===== src/hdl/bsbl_pkg.sv =====
package bsbl_pkg;

  localparam int TW = 27;
  localparam int PW = 16;
  localparam int SW = 8;
  localparam int LW = 26;
  localparam int EW = 16;
  localparam int MW = 3;
  localparam int CIW = 3;
  localparam int QCW = 5;

  localparam logic [PW-1:0] SLOW_PERIOD_RST = 16'd5000;
  localparam logic [SW-1:0] SLOW_STEPS_RST = 8'd100;
  localparam logic [PW-1:0] FAST_PERIOD_RST = 16'd2500;
  localparam logic [SW-1:0] FAST_STEPS_RST = 8'd50;
  localparam logic [LW-1:0] IDLE_TIMEOUT_RST = 26'd6000000;
  localparam logic [LW-1:0] WRAP_LIMIT_RST = 26'd50000000;

  localparam logic [CIW-1:0] REG_SLOW_PERIOD = 3'd0;
  localparam logic [CIW-1:0] REG_SLOW_STEPS = 3'd1;
  localparam logic [CIW-1:0] REG_FAST_PERIOD = 3'd2;
  localparam logic [CIW-1:0] REG_FAST_STEPS = 3'd3;
  localparam logic [CIW-1:0] REG_IDLE_TIMEOUT = 3'd4;
  localparam logic [CIW-1:0] REG_WRAP_LIMIT = 3'd5;

  localparam logic [MW-1:0] MODE_IDLE = 3'd0;
  localparam logic [MW-1:0] MODE_UPLOAD = 3'd1;
  localparam logic [MW-1:0] MODE_DOWNLOAD = 3'd2;
  localparam logic [MW-1:0] MODE_BL_IDLE = 3'd3;
  localparam logic [MW-1:0] MODE_ERROR = 3'd4;

  localparam logic [1:0] DIV_T_BY_P = 2'd0;
  localparam logic [1:0] DIV_Q_BY_S = 2'd1;
  localparam logic [1:0] DIV_PROD_BY_S = 2'd2;

  typedef struct packed {
    logic       load;
    logic       div_start;
    logic [1:0] div_sel;
    logic       mul_en;
    logic       eval_en;
    logic       ch;
    logic       fast;
    logic       finish;
  } cmd_t;

  typedef struct packed {
    logic [MW-1:0] mode;
    logic          div_done;
    logic          out_free;
  } sts_t;

endpackage


===== src/hdl/bsbl_div.sv =====
module bsbl_div (
  input  logic                  clk,
  input  logic                  rst_n,
  input  logic                  start,
  input  logic [bsbl_pkg::TW-1:0] dividend,
  input  logic [bsbl_pkg::PW-1:0] divisor,
  output logic [bsbl_pkg::TW-1:0] quotient,
  output logic [bsbl_pkg::PW-1:0] remainder,
  output logic                  done
);
  import bsbl_pkg::*;

  logic [TW-1:0]  quo_r, quo_nxt;
  logic [PW-1:0]  rem_r, rem_nxt;
  logic [PW-1:0]  dvs_r;
  logic [QCW-1:0] cnt_r;
  logic           busy_r;
  logic           done_r;
  logic [PW:0]    rem_sh;
  logic           ge;

  always_comb begin
    rem_sh  = {rem_r, quo_r[TW-1]};
    ge      = rem_sh >= {1'b0, dvs_r};
    rem_nxt = ge ? PW'(rem_sh - {1'b0, dvs_r}) : rem_sh[PW-1:0];
    quo_nxt = {quo_r[TW-2:0], ge};
  end

  always_ff @(posedge clk) begin
    if (!rst_n) begin
      busy_r <= 1'b0;
      done_r <= 1'b0;
      cnt_r  <= '0;
    end else begin
      done_r <= 1'b0;
      if (start) begin
        busy_r <= 1'b1;
        cnt_r  <= '0;
      end else if (busy_r) begin
        cnt_r <= cnt_r + 1'b1;
        if (cnt_r == QCW'(TW - 1)) begin
          busy_r <= 1'b0;
          done_r <= 1'b1;
        end
      end
    end
  end

  always_ff @(posedge clk) begin
    if (start) begin
      quo_r <= dividend;
      rem_r <= '0;
      dvs_r <= divisor;
    end else if (busy_r) begin
      quo_r <= quo_nxt;
      rem_r <= rem_nxt;
    end
  end

  assign quotient  = quo_r;
  assign remainder = rem_r;
  assign done      = done_r;

endmodule


===== src/hdl/bsbl_dpath.sv =====
module bsbl_dpath (
  input  logic                   clk,
  input  logic                   rst_n,
  input  bsbl_pkg::cmd_t         cmd,
  output bsbl_pkg::sts_t         sts,
  input  logic [23:0]            in_tdata,
  input  logic                   cfg_valid,
  input  logic [bsbl_pkg::CIW-1:0] cfg_index,
  input  logic [bsbl_pkg::LW-1:0]  cfg_data,
  output logic                   out_tvalid,
  input  logic                   out_tready,
  output logic [7:0]             out_tdata
);
  import bsbl_pkg::*;

  logic [PW-1:0] slow_period_r, fast_period_r;
  logic [SW-1:0] slow_steps_r, fast_steps_r;
  logic [LW-1:0] idle_timeout_r, wrap_limit_r;

  logic [TW-1:0]   stopwatch_r;
  logic            jump_r;
  logic [MW-1:0]   mode_r;
  logic [TW-1:0]   q_r;
  logic [PW-1:0]   r_r;
  logic [SW-1:0]   step_r;
  logic            odd_r;
  logic [PW+SW-1:0] prod_r;
  logic [PW-1:0]   duty_r;
  logic            hb_r, al_r;
  logic            out_valid_r;
  logic [2:0]      out_bits_r;

  logic [PW-1:0] p_eff;
  logic [SW-1:0] s_eff;
  logic [TW-1:0] div_a;
  logic [PW-1:0] div_b;
  logic [TW-1:0] div_q;
  logic [PW-1:0] div_r;
  logic          div_done;
  logic [PW-1:0] duty_eff;
  logic          led;
  logic [TW-1:0] sw_wrapped;
  logic          jump_nxt;

  always_comb begin
    p_eff = cmd.fast ? fast_period_r : slow_period_r;
    s_eff = cmd.fast ? fast_steps_r : slow_steps_r;
    if (p_eff == '0) p_eff = PW'(1);
    if (s_eff == '0) s_eff = SW'(1);
    case (cmd.div_sel)
      DIV_Q_BY_S: begin
        div_a = q_r;
        div_b = {{(PW-SW){1'b0}}, s_eff};
      end
      DIV_PROD_BY_S: begin
        div_a = {{(TW-PW-SW){1'b0}}, prod_r};
        div_b = {{(PW-SW){1'b0}}, s_eff};
      end
      default: begin
        div_a = stopwatch_r;
        div_b = p_eff;
      end
    endcase
    duty_eff   = odd_r ? (p_eff - duty_r) : duty_r;
    led        = r_r > duty_eff;
    sw_wrapped = (stopwatch_r > {1'b0, wrap_limit_r}) ? '0 : stopwatch_r;
    jump_nxt   = jump_r | ((mode_r == MODE_BL_IDLE) && (sw_wrapped > {1'b0, idle_timeout_r}));
  end

  bsbl_div u_div (
    .clk       (clk),
    .rst_n     (rst_n),
    .start     (cmd.div_start),
    .dividend  (div_a),
    .divisor   (div_b),
    .quotient  (div_q),
    .remainder (div_r),
    .done      (div_done)
  );

  always_ff @(posedge clk) begin
    if (!rst_n) begin
      slow_period_r  <= SLOW_PERIOD_RST;
      slow_steps_r   <= SLOW_STEPS_RST;
      fast_period_r  <= FAST_PERIOD_RST;
      fast_steps_r   <= FAST_STEPS_RST;
      idle_timeout_r <= IDLE_TIMEOUT_RST;
      wrap_limit_r   <= WRAP_LIMIT_RST;
    end else if (cfg_valid) begin
      unique case (cfg_index)
        REG_SLOW_PERIOD:  slow_period_r  <= cfg_data[PW-1:0];
        REG_SLOW_STEPS:   slow_steps_r   <= cfg_data[SW-1:0];
        REG_FAST_PERIOD:  fast_period_r  <= cfg_data[PW-1:0];
        REG_FAST_STEPS:   fast_steps_r   <= cfg_data[SW-1:0];
        REG_IDLE_TIMEOUT: idle_timeout_r <= cfg_data;
        REG_WRAP_LIMIT:   wrap_limit_r   <= cfg_data;
        default: ;
      endcase
    end
  end

  always_ff @(posedge clk) begin
    if (!rst_n) begin
      stopwatch_r <= '0;
      jump_r      <= 1'b0;
      out_valid_r <= 1'b0;
    end else begin
      if (cmd.load) begin
        stopwatch_r <= stopwatch_r + {{(TW-EW){1'b0}}, in_tdata[EW-1:0]};
      end else if (cmd.finish) begin
        stopwatch_r <= sw_wrapped;
        jump_r      <= jump_nxt;
      end
      if (cmd.finish) out_valid_r <= 1'b1;
      else if (out_tready) out_valid_r <= 1'b0;
    end
  end

  always_ff @(posedge clk) begin
    if (cmd.load) begin
      mode_r <= in_tdata[EW+MW-1:EW];
      hb_r   <= in_tdata[EW+MW-1:EW] == MODE_BL_IDLE;
      al_r   <= 1'b0;
    end
    if (div_done) begin
      case (cmd.div_sel)
        DIV_Q_BY_S: begin
          odd_r  <= div_q[0];
          step_r <= div_r[SW-1:0];
        end
        DIV_PROD_BY_S: duty_r <= div_q[PW-1:0];
        default: begin
          q_r <= div_q;
          r_r <= div_r;
        end
      endcase
    end
    if (cmd.mul_en) prod_r <= {{SW{1'b0}}, p_eff} * {{PW{1'b0}}, step_r};
    if (cmd.eval_en) begin
      if (cmd.ch) al_r <= led;
      else hb_r <= led;
    end
    if (cmd.finish) out_bits_r <= {jump_nxt, al_r, hb_r};
  end

  assign sts.mode     = mode_r;
  assign sts.div_done = div_done;
  assign sts.out_free = !out_valid_r || out_tready;

  assign out_tvalid = out_valid_r;
  assign out_tdata  = {5'b0, out_bits_r};

endmodule


===== src/hdl/bsbl_ctrl.sv =====
module bsbl_ctrl (
  input  logic           clk,
  input  logic           rst_n,
  input  logic           in_tvalid,
  output logic           in_tready,
  input  bsbl_pkg::sts_t sts,
  output bsbl_pkg::cmd_t cmd
);
  import bsbl_pkg::*;

  localparam logic [3:0] S_IDLE   = 4'd0;
  localparam logic [3:0] S_DIV1   = 4'd1;
  localparam logic [3:0] S_DIV1_W = 4'd2;
  localparam logic [3:0] S_DIV2   = 4'd3;
  localparam logic [3:0] S_DIV2_W = 4'd4;
  localparam logic [3:0] S_MUL    = 4'd5;
  localparam logic [3:0] S_DIV3   = 4'd6;
  localparam logic [3:0] S_DIV3_W = 4'd7;
  localparam logic [3:0] S_EVAL   = 4'd8;
  localparam logic [3:0] S_OUT    = 4'd9;

  logic [3:0] state_r, state_nxt;
  logic       ch_r, ch_nxt;
  logic       need_hb, need_al, hb_fast, al_fast;
  logic [MW-1:0] mode;

  always_comb begin
    mode    = sts.mode;
    need_hb = mode != MODE_BL_IDLE;
    hb_fast = mode == MODE_DOWNLOAD;
    need_al = (mode == MODE_UPLOAD) || (mode >= MODE_ERROR);
    al_fast = mode == MODE_UPLOAD;
  end

  always_comb begin
    state_nxt = state_r;
    ch_nxt    = ch_r;
    cmd       = '0;
    cmd.ch    = ch_r;
    cmd.fast  = ch_r ? al_fast : hb_fast;
    in_tready = 1'b0;
    unique case (state_r)
      S_IDLE: begin
        in_tready = 1'b1;
        cmd.load  = in_tvalid;
        if (in_tvalid) state_nxt = S_DIV1;
        ch_nxt = 1'b0;
      end
      S_DIV1: begin
        if (!need_hb && !need_al) begin
          state_nxt = S_OUT;
        end else if (!need_hb && !ch_r) begin
          ch_nxt = 1'b1;
        end else begin
          cmd.div_start = 1'b1;
          cmd.div_sel   = DIV_T_BY_P;
          state_nxt     = S_DIV1_W;
        end
      end
      S_DIV1_W: begin
        cmd.div_sel = DIV_T_BY_P;
        if (sts.div_done) state_nxt = S_DIV2;
      end
      S_DIV2: begin
        cmd.div_start = 1'b1;
        cmd.div_sel   = DIV_Q_BY_S;
        state_nxt     = S_DIV2_W;
      end
      S_DIV2_W: begin
        cmd.div_sel = DIV_Q_BY_S;
        if (sts.div_done) state_nxt = S_MUL;
      end
      S_MUL: begin
        cmd.mul_en = 1'b1;
        state_nxt  = S_DIV3;
      end
      S_DIV3: begin
        cmd.div_start = 1'b1;
        cmd.div_sel   = DIV_PROD_BY_S;
        state_nxt     = S_DIV3_W;
      end
      S_DIV3_W: begin
        cmd.div_sel = DIV_PROD_BY_S;
        if (sts.div_done) state_nxt = S_EVAL;
      end
      S_EVAL: begin
        cmd.eval_en = 1'b1;
        if (!ch_r && need_al) begin
          ch_nxt    = 1'b1;
          state_nxt = S_DIV1;
        end else begin
          state_nxt = S_OUT;
        end
      end
      S_OUT: begin
        if (sts.out_free) begin
          cmd.finish = 1'b1;
          state_nxt  = S_IDLE;
        end
      end
      default: state_nxt = S_IDLE;
    endcase
  end

  always_ff @(posedge clk) begin
    if (!rst_n) begin
      state_r <= S_IDLE;
      ch_r    <= 1'b0;
    end else begin
      state_r <= state_nxt;
      ch_r    <= ch_nxt;
    end
  end

endmodule


===== src/hdl/boot_status_breathing_leds_top.sv =====
// one transaction at a time; a breathing led costs three passes of the shared
// radix-2 divider plus a multiply and a compare
// throughput: next item accepted once the result is in the output register
// reset: synchronous active-low rst_n clears stopwatch and jump flag and reloads
// the default config; no clearing pass
module boot_status_breathing_leds_top (
  input  logic        clk,
  input  logic        rst_n,
  input  logic        in_tvalid,
  output logic        in_tready,
  input  logic [23:0] in_tdata,   // elapsed_us[15:0], mode[18:16]
  output logic        out_tvalid,
  input  logic        out_tready,
  output logic [7:0]  out_tdata,  // heartbeat_led[0], alarm_led[1], jump_request[2]
  input  logic        cfg_valid,
  output logic        cfg_ready,
  input  logic [2:0]  cfg_index,
  input  logic [25:0] cfg_data
);
  import bsbl_pkg::*;

  cmd_t cmd;
  sts_t sts;

  assign cfg_ready = 1'b1;

  bsbl_ctrl u_ctrl (
    .clk       (clk),
    .rst_n     (rst_n),
    .in_tvalid (in_tvalid),
    .in_tready (in_tready),
    .sts       (sts),
    .cmd       (cmd)
  );

  bsbl_dpath u_dpath (
    .clk        (clk),
    .rst_n      (rst_n),
    .cmd        (cmd),
    .sts        (sts),
    .in_tdata   (in_tdata),
    .cfg_valid  (cfg_valid),
    .cfg_index  (cfg_index),
    .cfg_data   (cfg_data),
    .out_tvalid (out_tvalid),
    .out_tready (out_tready),
    .out_tdata  (out_tdata)
  );

endmodule


===== config.mk =====
export PLATFORM = sky130hd
export DESIGN_NAME = boot_status_breathing_leds_top
export DESIGN_NICKNAME = d
export VERILOG_FILES = /design/src/hdl/bsbl_pkg.sv /design/src/hdl/bsbl_div.sv /design/src/hdl/bsbl_dpath.sv /design/src/hdl/bsbl_ctrl.sv /design/src/hdl/boot_status_breathing_leds_top.sv
export SDC_FILE = /design/constraint.sdc
export NUM_CORES = 1
export LEC_CHECK = 0
export ABC_AREA = 1
export BUFFER_PORTS_ARGS = -buffer_cell sky130_fd_sc_hd__buf_2
export CAP_MARGIN = 5
export CELL_PAD_IN_SITES_DETAIL_PLACEMENT = 1
export CELL_PAD_IN_SITES_GLOBAL_PLACEMENT = 2
export CORE_MARGIN = 2
export CORE_UTILIZATION = 34
export DETAILED_ROUTE_END_ITERATION = 10
export GPL_ROUTABILITY_DRIVEN = 0
export HOLD_SLACK_MARGIN = 0.12
export PLACE_DENSITY = 0.79
export SKIP_CTS_REPAIR_TIMING = 1
export SLEW_MARGIN = 5
export SYNTH_ARGS = -nofsm -noshare
export SYNTH_HDL_FRONTEND = slang
export SYNTH_SLANG_ARGS = --single-unit

===== constraint.sdc =====
create_clock -name clk -period 5.7 [get_ports clk]
set_clock_uncertainty 0.1 [all_clocks]
set_input_delay 0 -clock clk [delete_from_list [all_inputs] [get_ports clk]]
set_output_delay 0 -clock clk [all_outputs]
set_load 0.02 [all_outputs]

After elaboration in Yosys (flattened, before gate mapping):

Cells that the tools add are included.
W data, S select, Z words.

* register bits: 300
* bits of input ports: 58
* output and inout port bits: 11
* logic and storage cells: 159

* $add $sub $neg: 4
* multiply operators: 1
* $lt $le $gt $ge: 5
* equality and inequality tests: 31
* mux-type cells: 49
* bitwise operators: 5
* reduce and logical (&&, ||, !) cells: 36

Operator list (count)
* $mux W27: 5
* $mux W16: 4
* $gt A27 B26 Y1: 2
* $pmux W27 S2: 1
* $pmux W4 S10: 1
* $mux W4: 8
* $sub A16 B16 Y16: 2
* $add A27 B16 Y27: 1
* $mul A16 B8 Y24: 1
* $mux W8: 3
* $mux W1: 22
* $reduce_and A2 Y1: 10
* $ge A17 B16 Y1: 1
* $eq A4 B3 Y1 const B: 4
* $gt A16 B16 Y1: 1
* $logic_not A16 Y1: 1
* $eq A3 B2 Y1 const B: 5
* $ne A2 B1 Y1 const B: 5
* $reduce_or A2 Y1: 5
* $eq A4 B2 Y1 const B: 2
* $eq A4 B4 Y1 const B: 2
* $logic_not A8 Y1: 1
* $eq A3 B1 Y1 const B: 2
* $eq A3 B3 Y1 const B: 2
* 24 further kinds: 40

Logic depth before layout (Yosys ltp):

Gate-level depths: netlist (run 1).

* depth after elaboration: 10
* mapped depth: 33
* gate-level depth less buffers: 32

Modules after synthesis:

Synthesis (run 1) repeated with hierarchy kept, for this count alone.

* cells, all modules: 2640
* area, all modules: 20843.7 sq um

By module, submodules not included
* bsbl_dpath: instances 1, cells an instance 2058, area each 16469.5 sq um, seq. area each 5565.3 sq um
* bsbl_div: instances 1, cells an instance 488, area each 3888.7 sq um, seq. area each 1751.7 sq um
* bsbl_ctrl: instances 1, cells an instance 92, area each 474.2 sq um, seq. area each 100.1 sq um
* boot_status_breathing_leds_top: instances 1, cells an instance 2, area each 11.3 sq um, seq. area each 0.0 sq um

Least setup slack after synthesis (run 1):

OpenSTA, ideal clock, no wires.

* path type: register to register
* start point: register u_dpath.mode_r[2]
* end point: register u_dpath.prod_r[18], data pin
* arrival time: 4.948 ns
* slack: 0.393 ns
* stages on the path, launching flop included: 27
* period minus slack after synthesis: 5.307 ns
* cell sequence: edfxtp_1 -> o21ai_2 -> nand2_4 -> buf_6 -> nand2_1 -> nand2_1 -> nor2_1 -> nand2_1 -> nor2_1 -> nand2_1 -> nand2_2 -> nand2_1 -> fa_1 -> fa_1 -> inv_1 -> fa_1 -> inv_1 -> fa_1 -> inv_1 -> ha_1 -> a21oi_1 -> o21ai_0 -> a21oi_1 -> o21ai_0 -> nand3_1 -> nand2_1 -> xor2_1

* word-level cells in the longest chain between the ends: 6
* elaborated cells between the ends (all ways): 7

Ends and longest elaborated chain
* start, declared: line bsbl_dpath.sv:22 `logic [MW-1:0] mode_r;`
* start signal, assigned: line bsbl_dpath.sv:121 `mode_r <= in_tdata[EW+MW-1:EW];`
* $eq A3 B2 Y1 or $eq A3 B1 Y1 (tied branches): line bsbl_ctrl.sv:30, bsbl_ctrl.sv:32
* $mux W1 *: line bsbl_ctrl.sv:40 `cmd.fast = ch_r ? al_fast : hb_fast;`
* $mux W16 *: line bsbl_dpath.sv:46 `p_eff = cmd.fast ? fast_period_r : slow_period_r;`
* $logic_not A16 Y1: line bsbl_dpath.sv:48 `if (p_eff == '0) p_eff = PW'(1);`
* $mux W16 *: line bsbl_dpath.sv:48
* via u_dpath.p_eff[8]: line bsbl_dpath.sv:33 `logic [PW-1:0] p_eff;`
* $mul A16 B8 Y24 *: line bsbl_dpath.sv:138 `if (cmd.mul_en) prod_r <= {{SW{1'b0}}, p_eff} * {{PW{1'b0}}, step_r};`
* end signal, assigned: line bsbl_dpath.sv:138
* end, declared: line bsbl_dpath.sv:27 `logic [PW+SW-1:0] prod_r;`

Mark *: on every way through the listed nets, which the timed path passes. The rest lies on a longest branch.
A chain may end at the register's enable or synchronous reset.

Worst setup path in the final report (run 1):

* start point: register u_dpath.mode_r[1]
* end point: register u_dpath.prod_r[21], data pin

Same word-level chain as after synthesis.

==> metrics.txt, run 1 <==
status finished clean; FF-to-FF End u_dpath.prod_r[21]$_DFFE_PP_; synth warn 0; worst skew pair latency about 0.57 ns; flops & latches, synth 300; VDD IR-drop max just under 0.0003 V; Die W around 250 um; Worst Hold End u_dpath.stopwatch_r[11]$_SDFFE_PN0P_; fill cell count between 7000 and 8000; cell count after synthesis about 2700; unrepaired setup endpoints after global routing true; relative slew slack between 20% and 30%; period utilization between 90% and 100%; hold path startpoint in_tdata[11]; CTS Buf Count 37; H-tree levels 2; clk sinks 300; vias in the first global route about 20000; Hold Crit Class primary input to flip-flop; share of cells above drive strength 1 between 10% and 20%; reg2reg start u_dpath.mode_r[1]$_DFFE_PP_; WHS Path Cells 8; nature of the critical path endpoint flip-flop; Top-Level Pins 69; die footprint roughly 64000 sq um; worst slew pin tran about 1.1 ns; f_max roughly 180 MHz; Mean Syn Cell Area approximately 7.7 sq um; fin cells around 3800; area growth from synthesis to final layout 18.3%; Internal approximately 0.0060 W; Top FF cell, synth dfxtp_1; Lkg Pwr between 10 and 15 nW; sw power between 0.004 and 0.005 W; Yosys cell types 52; Cell Rows 91; root buffer cell clkbuf_16; Logic pwr share a little under half; sw frac between 40 and 50%; final net count ~3200; vias per cell slightly above 5; CP arrival ~5.8 ns; Area contributors post-synth edfxtp_1, dfxtp_1, nand2_1, ha_1, fa_1; Slew Limit Fails 0; setup violators final 0; port buffer count 57; hpwl dp between 50000 and 60000 um; placed cells 3623; first-pass GRT wire length roughly 120000 um; Seq pwr share roughly 31%; critical path class flip-flop to flip-flop; Wirelength per Cell 20.0 um; largest area contributor in the netlist edfxtp_1; FFs w/ async S/R, synth 0%; final setup TNS 0 ns; WP data required a little under 6 ns; final critical-path required period around 5.6 ns; post-synth top area share about a fifth; clock share of power a little under a quarter; flop2flop setup slack about 0.12 ns; Initial Util 34.3%; total grt overflow 0; DR iter-0 viols approximately 1200; Longest Clk Path Bufs 3; routed wire length ~75000 um; startpoint types flip-flop; largest net degree at the start of global routing between 80 and 90; via count 19300; height of the die around 250 um; reg2reg path depth 22; EDFF count, synth roughly 140; drc violations 0; Hold Vio Cnt, Final 0; drt pass-1 iters 5; CORE AREA between 60000 and 70000 sq um; crit-path max FO 11; PwrDens ~430 nW/um^2; GRT Util Overall a little under a quarter; CTS tree done; remaining antenna violation count after routing 0; initial antenna violation count 3; sequential cell area fraction in the yosys report between 30% and 40%; Worst-path clk slew around 0.070 ns; Netlist Area Pre-Place roughly 21000 sq um; max-cap violation count 0
## registers in the layout, summed over array words and instances (netlist names), 16 cells and up
register,cells
u_dpath.fast_period_r,16
u_dpath.wrap_limit_r,26
u_dpath.slow_period_r,16
u_dpath.stopwatch_r,27
u_dpath.idle_timeout_r,26
u_dpath.u_div.remainder,16
u_dpath.q_r,27
u_dpath.duty_r,16
u_dpath.prod_r,24
u_dpath.u_div.quotient,27
u_dpath.u_div.dvs_r,16
u_dpath.r_r,16
## cells in the final DEF, fill, tap and decap left out, types with 6 or more instances in the layout
| cell | netlist | routed |
|---|---|---|
| nand4_1 | 18 | 18 |
| xor2_1 | 27 | 27 |
| o21bai_1 | 7 | 7 |
| conb_1 | 2 | 6 |
| nand2_2 | 8 | 20 |
| nand2_1 | 581 | 569 |
| xnor2_1 | 17 | 17 |
| a21o_1 | 14 | 14 |
| dfxtp_1 | 159 | 159 |
| inv_2 | 6 | 7 |
| clkbuf_1 | 58 | 9 |
| nand3_1 | 193 | 193 |
| nor2_1 | 338 | 318 |
| o21ai_0 | 145 | 133 |
| edfxtp_1 | 141 | 141 |
| clkbuf_16 | 0 | 39 |
| dlygate4sd3_1 | 0 | 63 |
| nor3_1 | 29 | 29 |
| o21ai_2 | 4 | 9 |
| nor2_4 | 2 | 9 |
| a21oi_2 | 0 | 11 |
| o21ai_1 | 4 | 10 |
| ha_1 | 163 | 156 |
| a41oi_1 | 23 | 23 |
| a21oi_1 | 145 | 133 |
| a31oi_1 | 10 | 9 |
| nor2_2 | 8 | 21 |
| fa_1 | 87 | 87 |
| nand3b_1 | 22 | 22 |
| clkinvlp_4 | 0 | 11 |
| buf_2 | 13 | 56 |
| buf_4 | 13 | 83 |
| o211ai_1 | 25 | 25 |
| inv_1 | 418 | 411 |
| or2_2 | 13 | 13 |
## worst max-delay path by stage
stage	startpoint	end	slack, ns	cells after the start
finish	u_dpath.mode_r[1]$_DFFE_PP_	u_dpath.prod_r[21]$_DFFE_PP_	0.12	22
global route	u_dpath.mode_r[1]$_DFFE_PP_	u_dpath.prod_r[23]$_DFFE_PP_	-0.10	24
CTS	u_dpath.mode_r[0]$_DFFE_PP_	u_dpath.prod_r[17]$_DFFE_PP_	-0.11	21
detailed placement	u_dpath.mode_r[0]$_DFFE_PP_	u_dpath.prod_r[17]$_DFFE_PP_	-0.08	21
global placement	u_dpath.mode_r[1]$_DFFE_PP_	u_dpath.prod_r[18]$_DFFE_PP_	0.09	27
floorplan	u_dpath.mode_r[2]$_DFFE_PP_	u_dpath.prod_r[18]$_DFFE_PP_	0.39	26
## metrics by stage
| step | hold slack, ns | area (sq um) | total power (W) | utilization [%] | setup slack (ns) |
|---|---|---|---|---|---|
| detailed placement | 0.141 | 22600 | 0.00798 | 36.7 | -0.0835 |
| global route | 0.141 | 25000 | 0.0115 | 40.6 | -0.102 |
| finish | 0.0592 | 25000 | 0.0108 | 40.6 | 0.124 |
| global placement | 0.134 | 22600 | 0.00783 | 36.7 | 0.0855 |
| CTS | -0.462 | 23900 | 0.0105 | 38.7 | -0.113 |
| floorplan | -0.00113 | 21200 | 0.00629 | - | 0.393 |
## logic make-up after synthesis
logic type	share of synthesized area, %
AOI/OAI and AO/OA	11.0
xor gates and xnor gates	1.82
adders and majority gates	17.9
buffers and inverters	9.75
DFF	35.1
muxes	0.0947
other	0.0355
and+or+nand+nor	24.3
## power groups by stage
| stage | logic (W) | clock network, W | registers [W] |
|---|---|---|---|
| 3_3_place_gp | 0.00450 | 0 | 0.00333 |
| 5_1_grt | 0.00554 | 0.00263 | 0.00334 |
| 6_report | 0.00494 | 0.00250 | 0.00332 |
| 2_1_floorplan | 0.00320 | 0 | 0.00309 |
| 3_5_place_dp | 0.00463 | 0 | 0.00335 |
| 4_1_cts | 0.00467 | 0.00255 | 0.00331 |
## synthesized netlist by cell type, types with 6 or more instances
master and n:
a41oi_1 23, o21bai_1 7, fa_1 87, a21o_1 14
o21ai_0 145, edfxtp_1 141, xnor2_1 17, or2_2 13
nand3_1 193, dfxtp_1 159, nand4_1 18, nor2_2 8
buf_4 13, ha_1 163, a21oi_1 145, nand3b_1 22
xor2_1 27, clkinv_1 7, inv_2 6, nand2_1 581
clkbuf_1 58, a31oi_1 10, nor4_1 6, buf_2 13
inv_1 418, nor3_1 29, nand2_2 8, o211ai_1 25
nor2_1 338
## critical path: stages, from the launching register on
cell and delay, ns:
edfxtp_1 0.40, inv_2 0.09, nand2_2 0.07, o21ai_4 0.23
buf_6 0.17, nand3_1 0.08, nand2_1 0.10, buf_4 0.19
clkinvlp_4 0.18, nor2_1 0.17, fa_1 0.46, fa_1 0.54
fa_1 0.55, inv_1 0.06, fa_1 0.53, inv_1 0.05
ha_1 0.35, buf_4 0.18, a21oi_1 0.22, o21ai_0 0.17
a21oi_1 0.16, nand3_1 0.11, xor2_1 0.15
## layout make-up
| cell class | instances | area (sq um) | share of cell area (%) |
|---|---|---|---|
| multi-input combinational | 1929 | 12000 | 48.0 |
| sequential | 300 | 7420 | 29.7 |
| inverter | 432 | 1660 | 6.64 |
| timing repair buffer | 206 | 1590 | 6.35 |
| tap | 837 | 1050 | 4.19 |
| clock buffer | 51 | 1040 | 4.17 |
| clock inverter | 17 | 228 | 0.911 |
| antenna | 4 | 10.0 | 0.0400 |
## metal layers
metal	GRT usage, %	vias to the layer above	wire length [um]
li1	-	9229	-
met1	32.9	9487	34900
met2	37.4	435	34100
met3	4.20	100	4580
met4	6.07	0	1850
met5	0	-	0
Power figures use the tool's default switching activity.
==> run 2: changes to the inputs <==
--- a/config.mk
+++ b/config.mk
@@ -5,17 +5,17 @@
 export SDC_FILE = /design/constraint.sdc
 export NUM_CORES = 1
 export LEC_CHECK = 0
-export ABC_AREA = 1
 export BUFFER_PORTS_ARGS = -buffer_cell sky130_fd_sc_hd__buf_2
 export CAP_MARGIN = 5
 export CELL_PAD_IN_SITES_DETAIL_PLACEMENT = 1
 export CELL_PAD_IN_SITES_GLOBAL_PLACEMENT = 2
+export CORE_ASPECT_RATIO = 1.1
 export CORE_MARGIN = 2
-export CORE_UTILIZATION = 34
+export CORE_UTILIZATION = 36
 export DETAILED_ROUTE_END_ITERATION = 10
 export GPL_ROUTABILITY_DRIVEN = 0
 export HOLD_SLACK_MARGIN = 0.12
-export PLACE_DENSITY = 0.79
+export PLACE_DENSITY = 0.78
 export SKIP_CTS_REPAIR_TIMING = 1
 export SLEW_MARGIN = 5
 export SYNTH_ARGS = -nofsm -noshare
==> metrics.txt, run 2 <==
Top FF cell, synth dfxtp_1; Die W 229 um (-9.7%); Worst-path clk slew 0.06 ns (about the same); fin util 44.3% (+3.7 points); count leader, synth nand2_1; setup violators final 17 (+17); area occupied by multi-input gates 11800 sq um (-1.4%); nature of the critical path endpoint flip-flop; CORE AREA 55000 sq um (-11%); max-cap violation count 0 (unchanged); synth warn 0 (unchanged); worst setup margin -0.434 ns (-0.557 ns); root buffer cell clkbuf_16; Wirelength per Cell 21.3 um (+6.6%); clk sinks 300 (unchanged); Hold Crit Class primary input to flip-flop; VDD IR-drop max 0.000326 V (+12%); FFs w/ async S/R, synth 0% (unchanged); relative slew slack 23.3% (-2.2 points); Mean Syn Cell Area 9.13 sq um (+19%); worst slew pin tran 1.15 ns (+0.0333 ns); reg2reg start u_dpath.mode_r[0]$_DFFE_PP_; Cell Rows 90 (-1.1%); hold path startpoint in_tdata[4]; Slew Limit Fails 0 (unchanged); die footprint 57500 sq um (-10%); top cells by count, synth nand2_1, inv_1, a21oi_1, ha_1, dfxtp_1; startpoint types flip-flop; post-synth top area share 21.2% (+1.1 points); vias per cell 5.34 (+4.8%); final setup TNS -3.25 ns (-3.25 ns); unrepaired setup endpoints after global routing true; CTS Buf Count 35 (-5.4%); sequential cell area fraction in the yosys report 37.1% (+2.0 points); commonest non-fill, non-tap cell in the layout nand2_1; fill cell count 6349 (-15%); via count 16900 (-12%); final critical-path required period 6.13 ns (+0.557 ns); Netlist Area Pre-Place 20000 sq um (-5.4%); hold slack 0.0394 ns (-0.0197 ns); Initial Util 36.4% (+2.1 points); share of cells above drive strength 1 14.5% (+3.5 points); PwrDens 429 nW/um^2 (-0.47%); routed wire length 67200 um (-11%); worst setup path startpoint u_dpath.mode_r[0]$_DFFE_PP_; period utilization 108% (+9.8 points); area growth from synthesis to final layout 21.6%; f_max 163 MHz (-9.1%); WP data required 5.93 ns (about the same); worst skew pair latency 0.58 ns (about the same); status finished with violations; H-tree levels 2 (unchanged); Max stage delay cell, worst path fa_1; DR iter-0 viols 864 (-29%); Yosys cell types 80 (+54%); Area contributors post-synth edfxtp_1, dfxtp_1, ha_1, fa_1, nand2_1; Longest Clk Path Bufs 3 (unchanged); height of the die 251 um (-0.83%); critical path class flip-flop to flip-flop; most frequent cells in the layout nand2_1, inv_1, a21oi_1; EDFF count, synth 141 (unchanged); drc violations 0 (unchanged); Register Area 7420 sq um (unchanged); fin cells 3160 (-16%); cell family with most CP delay adder cells; CTS tree done; crit-path max FO 5 (-6); Top-Level Pins 69 (unchanged); flops & latches, synth 300 (unchanged); initial antenna violation count 4 (+1); vias in the first global route 17600 (-11%); Hold Vio Cnt, Final 0 (unchanged); placed cells 3008 (-17%); largest net degree at the start of global routing 82 (unchanged); total grt overflow 0 (unchanged); port buffer count 57 (unchanged); largest area contributor in the netlist edfxtp_1; first-pass GRT wire length 101000 um (-13%); drt pass-1 iters 5 (unchanged); remaining antenna violation count after routing 0 (unchanged); failing checks setup timing; Crit path largest cell delay 0.54 ns (about the same); CP arrival 6.36 ns (+0.56 ns); Lkg Pwr 10.3 nW (-12%); hpwl dp 50000 um (-14%); cell count after synthesis 2191 (-20%); final net count 2703 (-16%); CP Buf/Inv Count 5 (-2); GRT Util Overall 22.8% (-0.75 points)
[run 2: final timing paths]
path         slack, ns  cells past startpoint                                   to
min reg2reg       0.35                      0            u_dpath.q_r[25]$_DFFE_PP_
min               0.04                      6  u_dpath.stopwatch_r[5]$_SDFFE_PN0P_
max              -0.43                     26         u_dpath.prod_r[23]$_DFFE_PP_
max reg2reg      -0.43                     26         u_dpath.prod_r[23]$_DFFE_PP_
[run 2: worst min-delay path, delay by kind of cell]
kind,cells,cell delay [ns]
buf+inv,2,0.16
simple gates,1,0.09
compound gates,2,0.23
fa+ha+maj,1,0.19
[run 2: per-layer routing]
metal  GRT usage [%]  wire (um)  vias to the layer above
li1                -          -                     7959
met1            26.4      27000                     8439
met2            40.0      33600                      342
met3            3.83       2690                      140
met4            12.7       3860                        0
met5               0          0                        -
[run 2: logic make-up after synthesis]
group	after synthesis	synth area share [%]
buffers and inverters	319	6.25
and+or+nand+nor	747	18.0
muxes	39	1.98
xor gates and xnor gates	53	2.32
other	2	0.0375
AOI/OAI and AO/OA	481	15.4
adders and majority gates	250	18.9
DFF	300	37.1
[run 2: power by group]
group          switching, W  total (W)  internal [W]
Clock              0.000994    0.00243       0.00144
Sequential         0.000315    0.00310       0.00278
Combinational       0.00282    0.00489       0.00207
Total               0.00413     0.0104       0.00629
[run 2: area by class of cell]
class,instances,share of cell area [%]
multi-input combinational,1576,48.7
sequential,300,30.5
timing repair buffer,259,8.47
clock buffer,43,3.93
tap,736,3.79
inverter,223,3.44
clock inverter,21,1.17
antenna,2,0.0206
[run 2: per-stage QoR]
stage / area, sq um / total power (W) / setup slack (ns)
after floorplan: 20200 / 0.00587 / -0.369
after CTS: 23100 / 0.0101 / -0.782
after global routing: 24300 / 0.0111 / -0.755
after global placement: 21900 / 0.00751 / -0.432
final: 24300 / 0.0104 / -0.434
after detailed placement: 21900 / 0.00765 / -0.748
